--- src/rtl/gps_ca_code_sample_generator_defines.svh ---
// Assertion macros shared by the code generator RTL.
`ifndef GPS_CA_CODE_SAMPLE_GENERATOR_DEFINES_SVH
`define GPS_CA_CODE_SAMPLE_GENERATOR_DEFINES_SVH

// Same-cycle implication, checked out of reset.
`define GCSG_ASSERT_NOW(label, clk, rstn, ante, cons) \
    label: assert property (@(posedge clk) disable iff (!(rstn)) (ante) |-> (cons)) \
        else $error("gcsg check failed");

// Next-cycle implication, checked out of reset.
`define GCSG_ASSERT_NEXT(label, clk, rstn, ante, cons) \
    label: assert property (@(posedge clk) disable iff (!(rstn)) (ante) |=> (cons)) \
        else $error("gcsg check failed");

`endif

--- src/rtl/gcsg_pkg.sv ---
// Types, constants and the G2 tap table of the C/A code sample generator.
package gcsg_pkg;

    localparam int SCW        = 26;               // sample count / phase width
    localparam int CHIP_W     = 10;
    localparam int LFSR_W     = 10;
    localparam int PRN_W      = 6;
    localparam int SEL_W      = 5;
    localparam int CFG_IDX_W  = 1;
    localparam int CFG_DATA_W = SCW;

    localparam logic [SCW-1:0]    CODE_CHIPS = SCW'(1023);
    localparam logic [CHIP_W-1:0] LAST_CHIP  = CHIP_W'(1022);
    localparam logic [PRN_W-1:0]  PRN_MIN    = PRN_W'(1);
    localparam logic [PRN_W-1:0]  PRN_MAX    = PRN_W'(32);

    localparam logic [CFG_IDX_W-1:0] REG_PRN = 1'b0;
    localparam logic [CFG_IDX_W-1:0] REG_SPM = 1'b1;

    localparam logic signed [1:0] SAMPLE_POS = 2'sb01;
    localparam logic signed [1:0] SAMPLE_NEG = 2'sb11;

    typedef struct packed {
        logic [LFSR_W-1:0] g1;
        logic [LFSR_W-1:0] g2;
        logic [SCW-1:0]    phase;
        logic [SCW-1:0]    scount;
        logic [CHIP_W-1:0] chip;
    } state_t;

    localparam int STATE_W = $bits(state_t);

    typedef struct packed {
        logic signed [1:0] sample;
        logic [CHIP_W-1:0] chip_index;
        logic              last;
    } result_t;

    function automatic state_t epoch_state();
        state_t s;
        s.g1     = '1;
        s.g2     = '1;
        s.phase  = '0;
        s.scount = '0;
        s.chip   = '0;
        return s;
    endfunction

    // Mask of the two G2 phase-select cells (cell k in bit k-1), by PRN-1.
    function automatic logic [LFSR_W-1:0] g2_tap_mask(input logic [SEL_W-1:0] sel);
        logic [LFSR_W-1:0] m;
        unique case (sel)
            5'd0:  m = 10'b0000100010; // 2,6
            5'd1:  m = 10'b0001000100; // 3,7
            5'd2:  m = 10'b0010001000; // 4,8
            5'd3:  m = 10'b0100010000; // 5,9
            5'd4:  m = 10'b0100000001; // 1,9
            5'd5:  m = 10'b1000000010; // 2,10
            5'd6:  m = 10'b0010000001; // 1,8
            5'd7:  m = 10'b0100000010; // 2,9
            5'd8:  m = 10'b1000000100; // 3,10
            5'd9:  m = 10'b0000000110; // 2,3
            5'd10: m = 10'b0000001100; // 3,4
            5'd11: m = 10'b0000110000; // 5,6
            5'd12: m = 10'b0001100000; // 6,7
            5'd13: m = 10'b0011000000; // 7,8
            5'd14: m = 10'b0110000000; // 8,9
            5'd15: m = 10'b1100000000; // 9,10
            5'd16: m = 10'b0000001001; // 1,4
            5'd17: m = 10'b0000010010; // 2,5
            5'd18: m = 10'b0000100100; // 3,6
            5'd19: m = 10'b0001001000; // 4,7
            5'd20: m = 10'b0010010000; // 5,8
            5'd21: m = 10'b0100100000; // 6,9
            5'd22: m = 10'b0000000101; // 1,3
            5'd23: m = 10'b0000101000; // 4,6
            5'd24: m = 10'b0001010000; // 5,7
            5'd25: m = 10'b0010100000; // 6,8
            5'd26: m = 10'b0101000000; // 7,9
            5'd27: m = 10'b1010000000; // 8,10
            5'd28: m = 10'b0000100001; // 1,6
            5'd29: m = 10'b0001000010; // 2,7
            5'd30: m = 10'b0010000100; // 3,8
            default: m = 10'b0100001000; // 4,9
        endcase
        return m;
    endfunction

endpackage

--- src/rtl/gcsg_ram.sv ---
// Generic single-port-write, registered-read RAM.
module gcsg_ram #(
    parameter int WIDTH = 8,
    parameter int DEPTH = 2,
    localparam int AW   = (DEPTH > 1) ? $clog2(DEPTH) : 1
) (
    input  logic             aclk,
    input  logic             we,
    input  logic [AW-1:0]    waddr,
    input  logic [WIDTH-1:0] wdata,
    input  logic             re,
    input  logic [AW-1:0]    raddr,
    output logic [WIDTH-1:0] rdata
);

    logic [WIDTH-1:0] mem [DEPTH];
    logic [WIDTH-1:0] rdata_reg;

    always_ff @(posedge aclk) begin
        if (we) begin
            mem[waddr] <= wdata;
        end
        if (re) begin
            rdata_reg <= mem[raddr];
        end
    end

    assign rdata = rdata_reg;

endmodule

--- src/rtl/gcsg_step.sv ---
// One sample step: chip value, last flag and the next generator state.
module gcsg_step
    import gcsg_pkg::*;
(
    input  state_t           cur,
    input  logic             restart,
    input  logic [PRN_W-1:0] prn,
    input  logic [SCW-1:0]   spm,
    output result_t          res,
    output state_t           nxt
);

    state_t            s;
    logic [SEL_W-1:0]  sel;
    logic              chip_bit;
    logic              last;
    logic [SCW:0]      acc_sum;
    logic              wrap;
    logic              f1;
    logic              f2;

    always_comb begin
        s        = restart ? epoch_state() : cur;
        sel      = SEL_W'(prn - PRN_W'(1));
        chip_bit = s.g1[9] ^ (^(s.g2 & g2_tap_mask(sel)));
        last     = (s.scount >= (spm - SCW'(1)));

        res.sample     = chip_bit ? SAMPLE_NEG : SAMPLE_POS;
        res.chip_index = s.chip;
        res.last       = last;

        acc_sum = {1'b0, s.phase} + {1'b0, CODE_CHIPS};
        wrap    = (acc_sum >= {1'b0, spm});
        f1      = s.g1[2] ^ s.g1[9];
        f2      = s.g2[1] ^ s.g2[2] ^ s.g2[5] ^ s.g2[7] ^ s.g2[8] ^ s.g2[9];

        nxt        = s;
        nxt.scount = s.scount + SCW'(1);
        nxt.phase  = wrap ? SCW'(acc_sum - {1'b0, spm}) : SCW'(acc_sum);
        if (wrap && (s.chip < LAST_CHIP)) begin
            nxt.g1   = {s.g1[LFSR_W-2:0], f1};
            nxt.g2   = {s.g2[LFSR_W-2:0], f2};
            nxt.chip = s.chip + CHIP_W'(1);
        end
        if (last) begin
            nxt = epoch_state();
        end
    end

endmodule

--- src/rtl/gps_ca_code_sample_generator.sv ---
// GPS L1 C/A Gold code sample generator, top level.
//
// Usage:
//   s_ channel: one request per output sample; s_tdata[0] = restart, which
//     returns to the code epoch before that sample is made.
//   m_ channel: one result per request; m_tdata holds sample (+1/-1, two's
//     complement) and chip_index, m_tlast marks the final sample of the
//     1 ms period, after which the generator restarts at the epoch.
//   cfg_: prn (index 0, clamped to 1..32) and samples_per_ms (index 1,
//     clamped to at least 1023); write only while idle.
// Output: each result is registered and appears in the cycle after its request is accepted.
// Throughput: one sample per clock unless m_tready stalls. The generator state word
//   (LFSRs, phase accumulator, counters) lives in a one-entry RAM with registered
//   read; the word written last cycle is forwarded so back-to-back requests chain.
// Reset: prn = 1, samples_per_ms = 1023, state at the epoch (RAM contents
//   are ignored until the first request writes them).
// Stall: the output register holds its result while m_tready is low, and
//   s_tready drops until the result is taken; nothing is lost or repeated.
`include "gps_ca_code_sample_generator_defines.svh"

module gps_ca_code_sample_generator
    import gcsg_pkg::*;
(
    input  logic                  aclk,
    input  logic                  aresetn,
    // configuration write port
    input  logic                  cfg_wr_en,
    input  logic [CFG_IDX_W-1:0]  cfg_index,
    input  logic [CFG_DATA_W-1:0] cfg_wdata,
    // request channel
    input  logic                  s_tvalid,
    output logic                  s_tready,
    input  logic [7:0]            s_tdata,   // [0] restart, [7:1] zero
    // result channel
    output logic                  m_tvalid,
    input  logic                  m_tready,
    output logic [15:0]           m_tdata,   // [1:0] sample, [11:2] chip_index, [15:12] zero
    output logic                  m_tlast    // last sample of the period
);

    // configuration
    logic [PRN_W-1:0] prn_reg;
    logic [SCW-1:0]   spm_reg;
    logic [PRN_W-1:0] prn_wr;
    logic [SCW-1:0]   spm_wr;

    // state word path
    state_t           ram_rdata;
    state_t           cur_state;
    state_t           nxt_state;
    state_t           fwd_reg;
    logic             fwd_valid_reg;
    logic             init_reg;     // set once the RAM holds a written state
    result_t          step_res;

    // output register
    logic             m_tvalid_reg;
    logic [15:0]      m_tdata_reg;
    logic             m_tlast_reg;

    logic             s_accept;

    // ---- configuration writes, clamped to range ----
    always_comb begin
        prn_wr = cfg_wdata[PRN_W-1:0];
        if (prn_wr < PRN_MIN) begin
            prn_wr = PRN_MIN;
        end else if (prn_wr > PRN_MAX) begin
            prn_wr = PRN_MAX;
        end
        spm_wr = cfg_wdata[SCW-1:0];
        if (spm_wr < CODE_CHIPS) begin
            spm_wr = CODE_CHIPS;
        end
    end

    always_ff @(posedge aclk) begin
        if (!aresetn) begin
            prn_reg <= PRN_MIN;
            spm_reg <= CODE_CHIPS;
        end else if (cfg_wr_en) begin
            unique case (cfg_index)
                REG_PRN: prn_reg <= prn_wr;
                REG_SPM: spm_reg <= spm_wr;
                default: ;
            endcase
        end
    end

    // ---- handshake: a new request is taken whenever the output slot frees ----
    assign s_tready = !m_tvalid_reg || m_tready;
    assign s_accept = s_tvalid && s_tready;

    // ---- state word: RAM read every cycle, forward last cycle's write ----
    gcsg_ram #(
        .WIDTH (STATE_W),
        .DEPTH (1)
    ) u_state_ram (
        .aclk  (aclk),
        .we    (s_accept),
        .waddr (1'b0),
        .wdata (nxt_state),
        .re    (1'b1),
        .raddr (1'b0),
        .rdata (ram_rdata)
    );

    always_comb begin
        if (!init_reg) begin
            cur_state = epoch_state();
        end else if (fwd_valid_reg) begin
            cur_state = fwd_reg;
        end else begin
            cur_state = ram_rdata;
        end
    end

    always_ff @(posedge aclk) begin
        if (!aresetn) begin
            fwd_valid_reg <= 1'b0;
            init_reg      <= 1'b0;
        end else begin
            fwd_valid_reg <= s_accept;
            if (s_accept) begin
                init_reg <= 1'b1;
            end
        end
    end

    always_ff @(posedge aclk) begin
        if (s_accept) begin
            fwd_reg <= nxt_state;
        end
    end

    gcsg_step u_step (
        .cur     (cur_state),
        .restart (s_tdata[0]),
        .prn     (prn_reg),
        .spm     (spm_reg),
        .res     (step_res),
        .nxt     (nxt_state)
    );

    // ---- output register ----
    always_ff @(posedge aclk) begin
        if (!aresetn) begin
            m_tvalid_reg <= 1'b0;
        end else if (s_accept) begin
            m_tvalid_reg <= 1'b1;
        end else if (m_tready) begin
            m_tvalid_reg <= 1'b0;
        end
    end

    always_ff @(posedge aclk) begin
        if (s_accept) begin
            m_tdata_reg <= {4'b0000, step_res.chip_index, step_res.sample};
            m_tlast_reg <= step_res.last;
        end
    end

    assign m_tvalid = m_tvalid_reg;
    assign m_tdata  = m_tdata_reg;
    assign m_tlast  = m_tlast_reg;

    // ---- checks ----
    `GCSG_ASSERT_NOW(a_chip_bound, aclk, aresetn, 1'b1, cur_state.chip <= LAST_CHIP)
    `GCSG_ASSERT_NEXT(a_restart_chip0, aclk, aresetn, s_accept && s_tdata[0], m_tvalid && (m_tdata[11:2] == '0))
    `GCSG_ASSERT_NEXT(a_last_epoch, aclk, aresetn, s_accept && step_res.last, cur_state == epoch_state())

endmodule

--- config.mk ---
export PLATFORM = sky130hd
export DESIGN_NAME = gps_ca_code_sample_generator
export DESIGN_NICKNAME = d
export VERILOG_FILES = /design/src/rtl/gcsg_pkg.sv /design/src/rtl/gcsg_ram.sv /design/src/rtl/gcsg_step.sv /design/src/rtl/gps_ca_code_sample_generator.sv
export VERILOG_INCLUDE_DIRS = /design/src /design/src/rtl
export SDC_FILE = /design/constraint.sdc
export NUM_CORES = 1
export LEC_CHECK = 0
export BUFFER_PORTS_ARGS = -buffer_cell sky130_fd_sc_hd__buf_2
export CAP_MARGIN = 5
export CORE_ASPECT_RATIO = 0.7
export CORE_UTILIZATION = 39
export DETAILED_ROUTE_END_ITERATION = 8
export PLACE_DENSITY = 0.58
export SETUP_SLACK_MARGIN = 0.05
export SLEW_MARGIN = 20
export SYNTH_ARGS = -nofsm -noshare
export SYNTH_HDL_FRONTEND = slang
export SYNTH_HIERARCHICAL = 1
export SYNTH_SLANG_ARGS = --single-unit
export TNS_END_PERCENT = 20
--- constraint.sdc ---
create_clock -name aclk -period 7.8 [get_ports aclk]
set_input_delay 1.56 -clock aclk [delete_from_list [all_inputs] [get_ports aclk]]
set_output_delay 1.56 -clock aclk [all_outputs]
set_load 0.005 [all_outputs]
==> summary.txt, run 1 <==
Cells and area
  • Nets: 1723
  • Area Growth Syn to Fin: 12.21%
  • Register area: 0.008463 mm2
  • # fillers: 3917
  • Area of the multi-input gates: 0.007752 mm2
  • Proportion of layout cells with a drive suffix above 1: 8.815%

Floorplanning
  • Row cnt: 62
  • Die X: 247.5 um
  • Die height: 173.8 um
  • Die area: 0.04302 mm2
  • Effective utilization at floorplan: 39.86%
  • Num ports: 59
  • Core ar.: 0.04127 mm2

CTS
  • Hold-fix buffers, CTS: 0
  • Root buf cell: clkbuf_16
  • CTS Sinks: 293
  • Num CTS Buffers: 30
  • CTS H-tree lvls: 1
  • CTS tree: done
  • Post-CTS Resized: 0
  • CTS clock-pin slew for the worst setup and hold paths: 60 ps
  • Clk buf depth: 3
  • Clock Latency Late Sink: 580 ps
  • Post-CTS setup buffers: 0

Timing
  • FMAX: 158.2 MHz
  • Crit share post-route: 81.04%
  • Slew headroom: 34.90%
  • Worst slew pin tran: 975.1 ps
  • Setup TNS Final: 0 ps
  • Final hold vios: 0
  • Max-slew violation count: 0
  • Skew final: 12.26 ps
  • Fin crit period: 6321 ps
  • RSZ-0062 raised after global routing: false
  • Final setup viols: 0

Power and ir drop
  • Max VDD drop: 0.2100 mV
  • Leak Pwr: 0.006745 uW
  • Tot Pwr: 4331 uW
  • Power per cell area: 234.6 mW/mm2

Synth
  • Post-Syn Area: 0.01645 mm2
  • Synth Area per Inst: 10.86 um2
  • Synth Warn #: 6
  • Post-Synthesis Cells: 1515

Global routing
  • First-pass GRT wire length: 58930 um
  • Vias in the first global route: 10750
  • Total grt overflow: 0
  • Initial antenna violation count: 1
  • Pin count of the biggest net entering global routing: 68
  • Total track usage: 17.28%

Route
  • Vias/cell: 5.226
  • Drt pass-1 iters: 7
  • Via count: 11450
  • Drt wl/cell: 17.14 um
  • Final WL: 37530 um
  • Detail Route Antenna Nets: 0
  • DRC: 0
  • Initial drt markers: 846

Critical path
  • WS Path Type: in2reg
  • Critical path endpoint category: flip-flop
  • Critical Path AT: 6720 ps
  • CP max stage delay: 470 ps
  • CP required: 8200 ps
  • CP startpoint kind: input port
  • Worst-path cell chain: buf_2, inv_1, buf_4, nand2_1, ha_1, o2111ai_1, nand3_1, nor3_1, nand3_1, xor2_1, nor2_1, ha_1, nand4_1, nor2_1, nand2_1, nor3_1, a211oi_2, nor3_2, nand4_1, or3_1, a21oi_1
  • Highest-delay cell along the critical path: nor3_1
  • Crit Path Max Fanout: 19

Outcome
  • Status: finished clean

Placed design
  • Final RePlAce weighted congestion: 0.9089
  • Port Buffer Count: 47
  • DP Wirelength: 26590 um

Worst hold path
  • Worst Hold Class: reg2reg

Job
  • Max Cap Violations: 0
-- cell type report --
| cell class | instances | area share, % |
|---|---|---|
| multi-input combinational | 1180 | 42.00 |
| timing repair buffer | 66 | 2.047 |
| clock inverter | 20 | 1.200 |
| clock buffer | 36 | 4.189 |
| antenna | 1 | 0.01356 |
| tap | 544 | 3.687 |
| sequential | 293 | 45.85 |
| inverter | 50 | 1.017 |
-- path summary, 6_finish.rpt --
check	start	endpoint	slack, ps	cells past startpoint
max	s_tdata[0]	fwd_reg[7]$_DFFE_PP_	1480	21
min	u_state_ram/mem[0][75]$_DFFE_PP_	u_state_ram/rdata[75]$_DFFE_PP_	420	0
max reg2reg	fwd_valid_reg$_SDFF_PN0_	fwd_reg[7]$_DFFE_PP_	1700	19
min reg2reg	u_state_ram/mem[0][75]$_DFFE_PP_	u_state_ram/rdata[75]$_DFFE_PP_	420	0
-- layer usage --
metal / vias to the layer above / share of wire (%) / global-route usage (%)
li1: 5600 / - / -
met1: 5540 / 51 / 26.29
met2: 253 / 42 / 25.55
met3: 53 / 5.0 / 2.709
met4: 0 / 1.9 / 3.911
met5: - / 0 / 0
-- through the flow --
stage | worst slack (ps) | hold slack (ps) | area (um2) | instances | utilization, %
final | 1479 | 417.0 | 18460 | 2190 | 44.73
after global routing | 1071 | 416.0 | 18460 | 2189 | 44.72
after CTS | 1631 | 410.0 | 18460 | 2189 | 44.72
after detailed placement | 1036 | 404.5 | 17460 | 2133 | 42.31
after global placement | 1086 | 400.7 | 17460 | 2133 | 42.31
after floorplan | 1437 | 400.3 | 16770 | 1599 | -
-- worst max-delay path, delay by kind of cell --
| kind | cells | cell delay, ps |
|---|---|---|
| AND/OR/NAND/NOR | 12 | 3000 |
| adder cells (fa/ha/maj) | 2 | 710 |
| buffers and inverters | 3 | 680 |
| AO/OA/AOI/OAI | 3 | 590 |
| XOR/XNOR | 1 | 170 |
-- cells in the final DEF (no fill, tap or decap), types with 11 or more instances in the layout --
cell type	n
nor3_1	34
dfxtp_1	32
a21o_1	18
o21a_1	14
nand4_1	22
and3_1	15
nor2b_1	110
a21boi_0	18
xor2_1	33
a21oi_1	73
nand2b_1	12
o21ai_0	34
o211ai_1	11
xnor2_1	75
edfxtp_1	259
nand3_1	32
nand2_1	168
ha_1	61
mux2i_1	116
nor2_1	107
clkbuf_16	30
inv_1	47
buf_2	47
conb_1	87
buf_4	19
-- power breakdown --
part | internal (uW) | switching (uW) | total [uW]
combinational | 338 | 546 | 884
clock | 842 | 624 | 1470
sequential | 1920 | 57.3 | 1980
total | 3100 | 1230 | 4330
Note: power is estimated with default switching activity, not from simulation.
==> inputs of run 2 (changes only) <==
--- a/config.mk
+++ b/config.mk
@@ -11,7 +11,7 @@
 export CORE_ASPECT_RATIO = 0.7
 export CORE_UTILIZATION = 39
 export DETAILED_ROUTE_END_ITERATION = 8
-export PLACE_DENSITY = 0.58
+export PLACE_DENSITY = 0.6
 export SETUP_SLACK_MARGIN = 0.05
 export SLEW_MARGIN = 20
 export SYNTH_ARGS = -nofsm -noshare
==> constraint.sdc (replaced) <==
create_clock -name aclk -period 5.8 [get_ports aclk]
set_input_delay 1.16 -clock aclk [delete_from_list [all_inputs] [get_ports aclk]]
set_output_delay 1.16 -clock aclk [all_outputs]
set_load 0.005 [all_outputs]
==> summary.txt, run 2 (synthesis results as in run 1) <==
Route
  • Via count: 11610 (+1.4%)
  • Drt pass-1 iters: 7 (unchanged)
  • Met3 wire length: 1758 um (-5.8%)
  • Routed wl met2: 16210 um (+1.8%)
  • Top sig layer: met4
  • Drt wl/cell: 17.07 um (-0.40%)
  • Vias/cell: 5.226 (about the same)
  • Detail Route Antenna Nets: 0 (unchanged)
  • Initial drt markers: 868 (+2.6%)
  • M1 wire length: 19140 um (+0.65%)
  • DRC: 0 (unchanged)
  • Final WL: 37910 um (+1.0%)

Global routing
  • Total grt overflow: 0 (unchanged)
  • Vias in the first global route: 11240 (+4.6%)
  • Total track usage: 17.61% (+0.33 points)
  • Pin count of the biggest net entering global routing: 91 (+34%)
  • First-pass GRT wire length: 60460 um (+2.6%)
  • Initial antenna violation count: 1 (unchanged)

Floorplanning
  • Die area: 0.04302 mm2 (unchanged)
  • Core ar.: 0.04127 mm2 (unchanged)
  • Die X: 247.5 um (unchanged)
  • Die height: 173.8 um (unchanged)
  • Row cnt: 62 (unchanged)
  • Effective utilization at floorplan: 39.86% (unchanged)
  • Num ports: 59 (unchanged)

Critical path
  • CP required: 6200 ps (-2000 ps)
  • Crit Path Max Fanout: 12 (-7)
  • Crit-path leading delay family: simple AND/OR/NAND/NOR gates
  • CP startpoint kind: flip-flop
  • Worst R2R Setup Slack: 370 ps (-1330 ps)
  • Highest-delay cell along the critical path: dfxtp_4
  • Worst path bufs/invs: 2 (-1)
  • CP max stage delay: 550 ps (+80 ps)
  • CP dominant cell by count: nand4_1
  • WS Path Type: reg2reg
  • Worst-path cell chain: mux2i_1, nor2b_1, nor4_2, o2111ai_1, and2_1, nand4_1, xor2_1, nor2_1, ha_1, nand4_1, nor4_2, buf_4, a31oi_1, o211ai_1, a211oi_2, nor3_2, buf_4, nand4_1, or3_1, a21oi_1
  • Critical path endpoint category: flip-flop
  • Critical Path AT: 5830 ps (-890 ps)

CTS
  • CTS tree: done
  • Clock Latency Late Sink: 580 ps (about the same)
  • CTS Sinks: 293 (unchanged)
  • Num CTS Buffers: 30 (unchanged)
  • Root buf cell: clkbuf_16
  • Clk buf depth: 3 (unchanged)
  • CTS H-tree lvls: 1 (unchanged)
  • Hold-fix buffers, CTS: 0 (unchanged)
  • CTS clock-pin slew for the worst setup and hold paths: 60 ps (about the same)

Timing
  • Final WS setup: 374.2 ps (-1105 ps)
  • Worst slew pin tran: 998.9 ps (+23.74 ps)
  • FMAX: 184.3 MHz
  • Fin crit period: 5426 ps
  • Final setup viols: 0 (unchanged)
  • Setup TNS Final: 0 ps (unchanged)
  • Crit share post-route: 93.55%
  • Final hold vios: 0 (unchanged)
  • Max-slew violation count: 0 (unchanged)
  • RSZ-0062 raised after global routing: false
  • Skew final: 13.72 ps (+1.466 ps)
  • Slew headroom: 33.32% (-1.6 points)

Cells and area
  • Nets: 1754 (+1.8%)
  • Proportion of layout cells with a drive suffix above 1: 10.44% (+1.6 points)
  • Area Growth Syn to Fin: 13.83%
  • Most frequent cells in the layout: edfxtp_1, nand2_1, mux2i_1, nor2b_1, nor2_1
  • Final core utilization: 45.37% (+0.65 points)
  • Most common cell after layout, fill and taps aside: edfxtp_1

Placed design
  • DP Wirelength: 26810 um (+0.80%)
  • Final RePlAce weighted congestion: 0.8892 (-2.2%)
  • Port Buffer Count: 47 (unchanged)
  • Pre-CTS setup slack: 169.4 ps (-866.5 ps)

Job
  • Max Cap Violations: 0 (unchanged)

Power and ir drop
  • Leak Pwr: 0.006905 uW (+2.4%)
  • Power per cell area: 312.4 mW/mm2 (+33%)
  • Max VDD drop: 0.2239 mV (+6.6%)

Outcome
  • Status: finished clean

Worst hold path
  • Worst Hold Class: reg2reg
run 2: changes by cell type in the layout (fill, tap and decap cells not counted), sizes merged:
cell,change
buf,+31
bufinv,-1
clkinvlp,-1
clkbuf,+1
clkinv,+1
run 2: per-layer routing:
metal,track usage [%],up-vias
li1,-,5661
met1,26.66,5624
met2,26.44,266
met3,2.260,55
met4,4.269,0
met5,0,-
run 2: worst paths after layout:
check | endpoint | cells after the start | from
hold reg to reg | u_state_ram/rdata[48]$_DFFE_PP_ | 0 | u_state_ram/mem[0][48]$_DFFE_PP_
setup reg to reg | u_state_ram/mem[0][7]$_DFFE_PP_ | 20 | fwd_valid_reg$_SDFF_PN0_
setup / recovery | u_state_ram/mem[0][7]$_DFFE_PP_ | 20 | fwd_valid_reg$_SDFF_PN0_
hold / removal | u_state_ram/rdata[48]$_DFFE_PP_ | 0 | u_state_ram/mem[0][48]$_DFFE_PP_
run 2: repair_timing:
item | CTS | global route
setup endpoints to repair | 0 | 41
endpoints found under the hold margin | 0 | 0
buffers inserted | 0 | 1
gates resized for setup | 0 | 1
run 2: through the flow:
step,hold WS (ps),total power [uW],instance area (um2),std cells
5_1_grt,423.1,6136,18720,2220
2_1_floorplan,400.3,3584,16770,1599
3_3_place_gp,400.4,3921,17710,2163
6_report,413.6,5849,18730,2221
3_5_place_dp,404.5,3948,17710,2163
4_1_cts,416.3,5902,18690,2219
run 2: area by class of cell:
| class | count | area [um2] |
|---|---|---|
| Clock buffer | 37 | 787.0 |
| Timing Repair Buffer | 97 | 655.6 |
| Multi-Input combinational cell | 1180 | 7759 |
| Sequential cell | 293 | 8463 |
| Tap cell | 544 | 680.7 |
| Inverter | 50 | 187.7 |
| Antenna cell | 1 | 2.502 |
| Fill cell | 3924 | 22540 |
| Clock inverter | 19 | 190.2 |
run 2: power by group:
| part | switching, uW | leakage [uW] | internal [uW] |
|---|---|---|---|
| clock network | 828 | 0.000470 | 1100 |
| logic | 764 | 0.00375 | 500 |
| registers | 70.5 | 0.00269 | 2590 |
| total | 1660 | 0.00690 | 4190 |
==> inputs of run 3 (changes only) <==
--- a/config.mk
+++ b/config.mk
@@ -12,6 +12,7 @@
 export CORE_UTILIZATION = 39
 export DETAILED_ROUTE_END_ITERATION = 8
 export PLACE_DENSITY = 0.6
+export REMOVE_ABC_BUFFERS = 1
 export SETUP_SLACK_MARGIN = 0.05
 export SLEW_MARGIN = 20
 export SYNTH_ARGS = -nofsm -noshare
==> summary.txt, run 3 (synthesis results as in run 1) <==
Floorplanning
  • Die X: 247.5 um (unchanged)
  • Die height: 173.8 um (unchanged)
  • Core ar.: 0.04127 mm2 (unchanged)
  • Num ports: 59 (unchanged)
  • Row cnt: 62 (unchanged)
  • Die area: 0.04302 mm2 (unchanged)
  • Effective utilization at floorplan: 39.86% (unchanged)

Outcome
  • Status: finished with violations
  • Failing checks: DRC

Power and ir drop
  • Clk pwr share: 34.1% (+1.1 points)
  • Max VDD drop: 0.2360 mV (+5.4%)
  • Psw: 1666 uW (+0.21%)
  • Switching Share: 28.23% (-0.18 points)
  • Power per cell area: 316.0 mW/mm2 (+1.2%)
  • Cell Int Power: 4234 uW (+1.1%)
  • Leak Pwr: 0.006882 uW (-0.33%)
  • Sequential share of power: 45.0% (-0.4 points)
  • Combinational Power Share: 20.9% (-0.7 points)

Placed design
  • Inst Count DP: 2152 (-0.51%)
  • Final RePlAce weighted congestion: 0.9039 (+1.7%)
  • DP Wirelength: 26420 um (-1.4%)
  • Pre-CTS setup slack: 77.63 ps (-91.80 ps)
  • Port Buffer Count: 47 (unchanged)

Job
  • Max Cap Violations: 0 (unchanged)

Critical path
  • Reg-to-reg startpoint: fwd_valid_reg$_SDFF_PN0_
  • FF-to-FF path depth: 19 (-5.0%)
  • CP required: 6250 ps (+50 ps)
  • Critical path endpoint category: flip-flop
  • Crit Path Max Fanout: 16 (+4)
  • CP startpoint kind: flip-flop
  • Critical Path AT: 5900 ps (+70 ps)
  • Worst R2R End: fwd_reg[53]$_DFFE_PP_
  • Worst R2R Setup Slack: 350 ps (-20 ps)
  • WS Path Type: reg2reg

Cells and area
  • Nets: 1742 (-0.68%)
  • Most frequent cells in the layout: edfxtp_1, nand2_1, mux2i_1, nor2b_1, nor2_1
  • Proportion of layout cells with a drive suffix above 1: 10.34% (-0.10 points)
  • Post-Layout Cell Count: 2210 (-0.50%)
  • # fillers: 3877 (-1.2%)
  • Most common cell after layout, fill and taps aside: edfxtp_1
  • Area Growth Syn to Fin: 13.51%
  • Final core utilization: 45.25% (-0.13 points)

Worst hold path
  • Hold path endpoint: u_state_ram/rdata[16]$_DFFE_PP_
  • Hold path startpoint: u_state_ram/mem[0][16]$_DFFE_PP_
  • Worst Hold Class: reg2reg
  • Hold Crit Depth: 0 (unchanged)

Timing
  • Worst slew pin tran: 1017 ps (+17.84 ps)
  • RSZ-0062 raised after global routing: false
  • Max-slew violation count: 0 (unchanged)
  • Final setup viols: 0 (unchanged)
  • Final hold vios: 0 (unchanged)
  • Fin crit period: 5450 ps (+23.96 ps)
  • FMAX: 183.5 MHz (-0.44%)
  • Final WS setup: 350.3 ps (-23.96 ps)
  • Slew headroom: 32.22% (-1.1 points)
  • Crit share post-route: 93.96% (+0.41 points)
  • Setup TNS Final: 0 ps (unchanged)
  • Skew final: 14.93 ps (+1.205 ps)
  • Hold WS: 414.9 ps (+1.312 ps)

Global routing
  • Pin count of the biggest net entering global routing: 71 (-22%)
  • Total grt overflow: 0 (unchanged)
  • Vias in the first global route: 10950 (-2.6%)
  • First-pass GRT wire length: 58750 um (-2.8%)
  • Total track usage: 17.13% (-0.48 points)
  • Initial antenna violation count: 1 (unchanged)

CTS
  • CTS clock-pin slew for the worst setup and hold paths: 70 ps (about the same)
  • CTS H-tree lvls: 1 (unchanged)
  • Hold-fix buffers, CTS: 0 (unchanged)
  • Clock Latency Late Sink: 580 ps (about the same)
  • CTS Sinks: 293 (unchanged)
  • CTS tree: done
  • Root buf cell: clkbuf_16
  • Num CTS Buffers: 30 (unchanged)
  • Post-CTS Resized: 0 (unchanged)
  • Clk buf depth: 3 (unchanged)
  • Post-CTS setup buffers: 0 (unchanged)

Route
  • Initial drt markers: 829 (-4.5%)
  • Final WL: 37080 um (-2.2%)
  • Detail Route Antenna Nets: 0 (unchanged)
  • Drt wl/cell: 16.78 um (-1.7%)
  • Vias/cell: 5.128 (-1.9%)
  • Drt pass-1 iters: 9 (+2)
  • DRC: 4 (+4)
  • Via count: 11330 (-2.4%)
## run 3: changes by cell type in the layout (fill, tap and decap cells not counted), sizes merged
cell	before	now
buf	97	85
clkbuf	37	35
clkinv	12	14
bufinv	3	4
clkinvlp	3	2
diode	1	2
## run 3: power groups by stage
stage / clock (uW) / combinational, uW / sequential (uW)
2_1_floorplan: 0 / 849 / 2710
3_3_place_gp: 0 / 1200 / 2690
3_5_place_dp: 0 / 1210 / 2700
4_1_cts: 2070 / 1220 / 2660
5_1_grt: 2170 / 1360 / 2670
6_report: 2010 / 1230 / 2650
## run 3: critical path, cell delays in order, from the launching register on
cell and delay [ps]:
dfxtp_4 580, mux2i_1 290, nor2b_2 110, nor4_2 500, o2111ai_1 270, nand3_1 230
nor3_1 70, buf_4 150, xnor2_1 300, ha_1 390, a21o_1 210, a21oi_1 240
o21a_1 210, o211ai_1 160, a211oi_4 470, nor2_2 150, inv_2 140, nor2_1 50
a2111oi_1 570, buf_4 210
## run 3: routing by layer
layer | part of all wire [%] | wire length [um] | track usage (%) | vias up
met5 | 0 | 0 | 0 | -
met4 | 1.7 | 613 | 3.400 | 0
met3 | 4.5 | 1661 | 2.523 | 44
met2 | 42 | 15660 | 25.49 | 264
met1 | 52 | 19140 | 26.20 | 5369
li1 | - | - | - | 5655
## run 3: cell type report
| type | count | area [um2] | share of cell area [%] |
|---|---|---|---|
| repair buffers | 85 | 536.8 | 2.875 |
| flip-flops and latches | 293 | 8463 | 45.32 |
| diodes | 2 | 5.005 | 0.02680 |
| inverters | 50 | 187.7 | 1.005 |
| clock buffers | 35 | 799.5 | 4.282 |
| clock inverters | 21 | 231.5 | 1.240 |
| well taps | 544 | 680.7 | 3.645 |
| multi-input cells | 1180 | 7769 | 41.60 |
## run 3: worst max-delay path by stage
stage / start / to / slack (ps) / cells after the start
6_report: fwd_valid_reg$_SDFF_PN0_ / fwd_reg[53]$_DFFE_PP_ / 350 / 19
4_1_cts: fwd_valid_reg$_SDFF_PN0_ / fwd_reg[53]$_DFFE_PP_ / 240 / 19
2_1_floorplan: fwd_valid_reg$_SDFF_PN0_ / fwd_reg[7]$_DFFE_PP_ / -3690 / 19
3_3_place_gp: s_tdata[0] / u_state_ram/mem[0][53]$_DFFE_PP_ / -120 / 20
5_1_grt: fwd_valid_reg$_SDFF_PN0_ / fwd_reg[7]$_DFFE_PP_ / 100 / 20
3_5_place_dp: s_tdata[0] / fwd_reg[53]$_DFFE_PP_ / 80 / 20
## run 3: metrics by stage
stage / instance area (um2) / total power, uW
detailed placement: 17620 / 3913
global route: 18670 / 6203
global placement: 17620 / 3889
CTS: 18650 / 5945
floorplan: 16390 / 3556
finish: 18670 / 5900
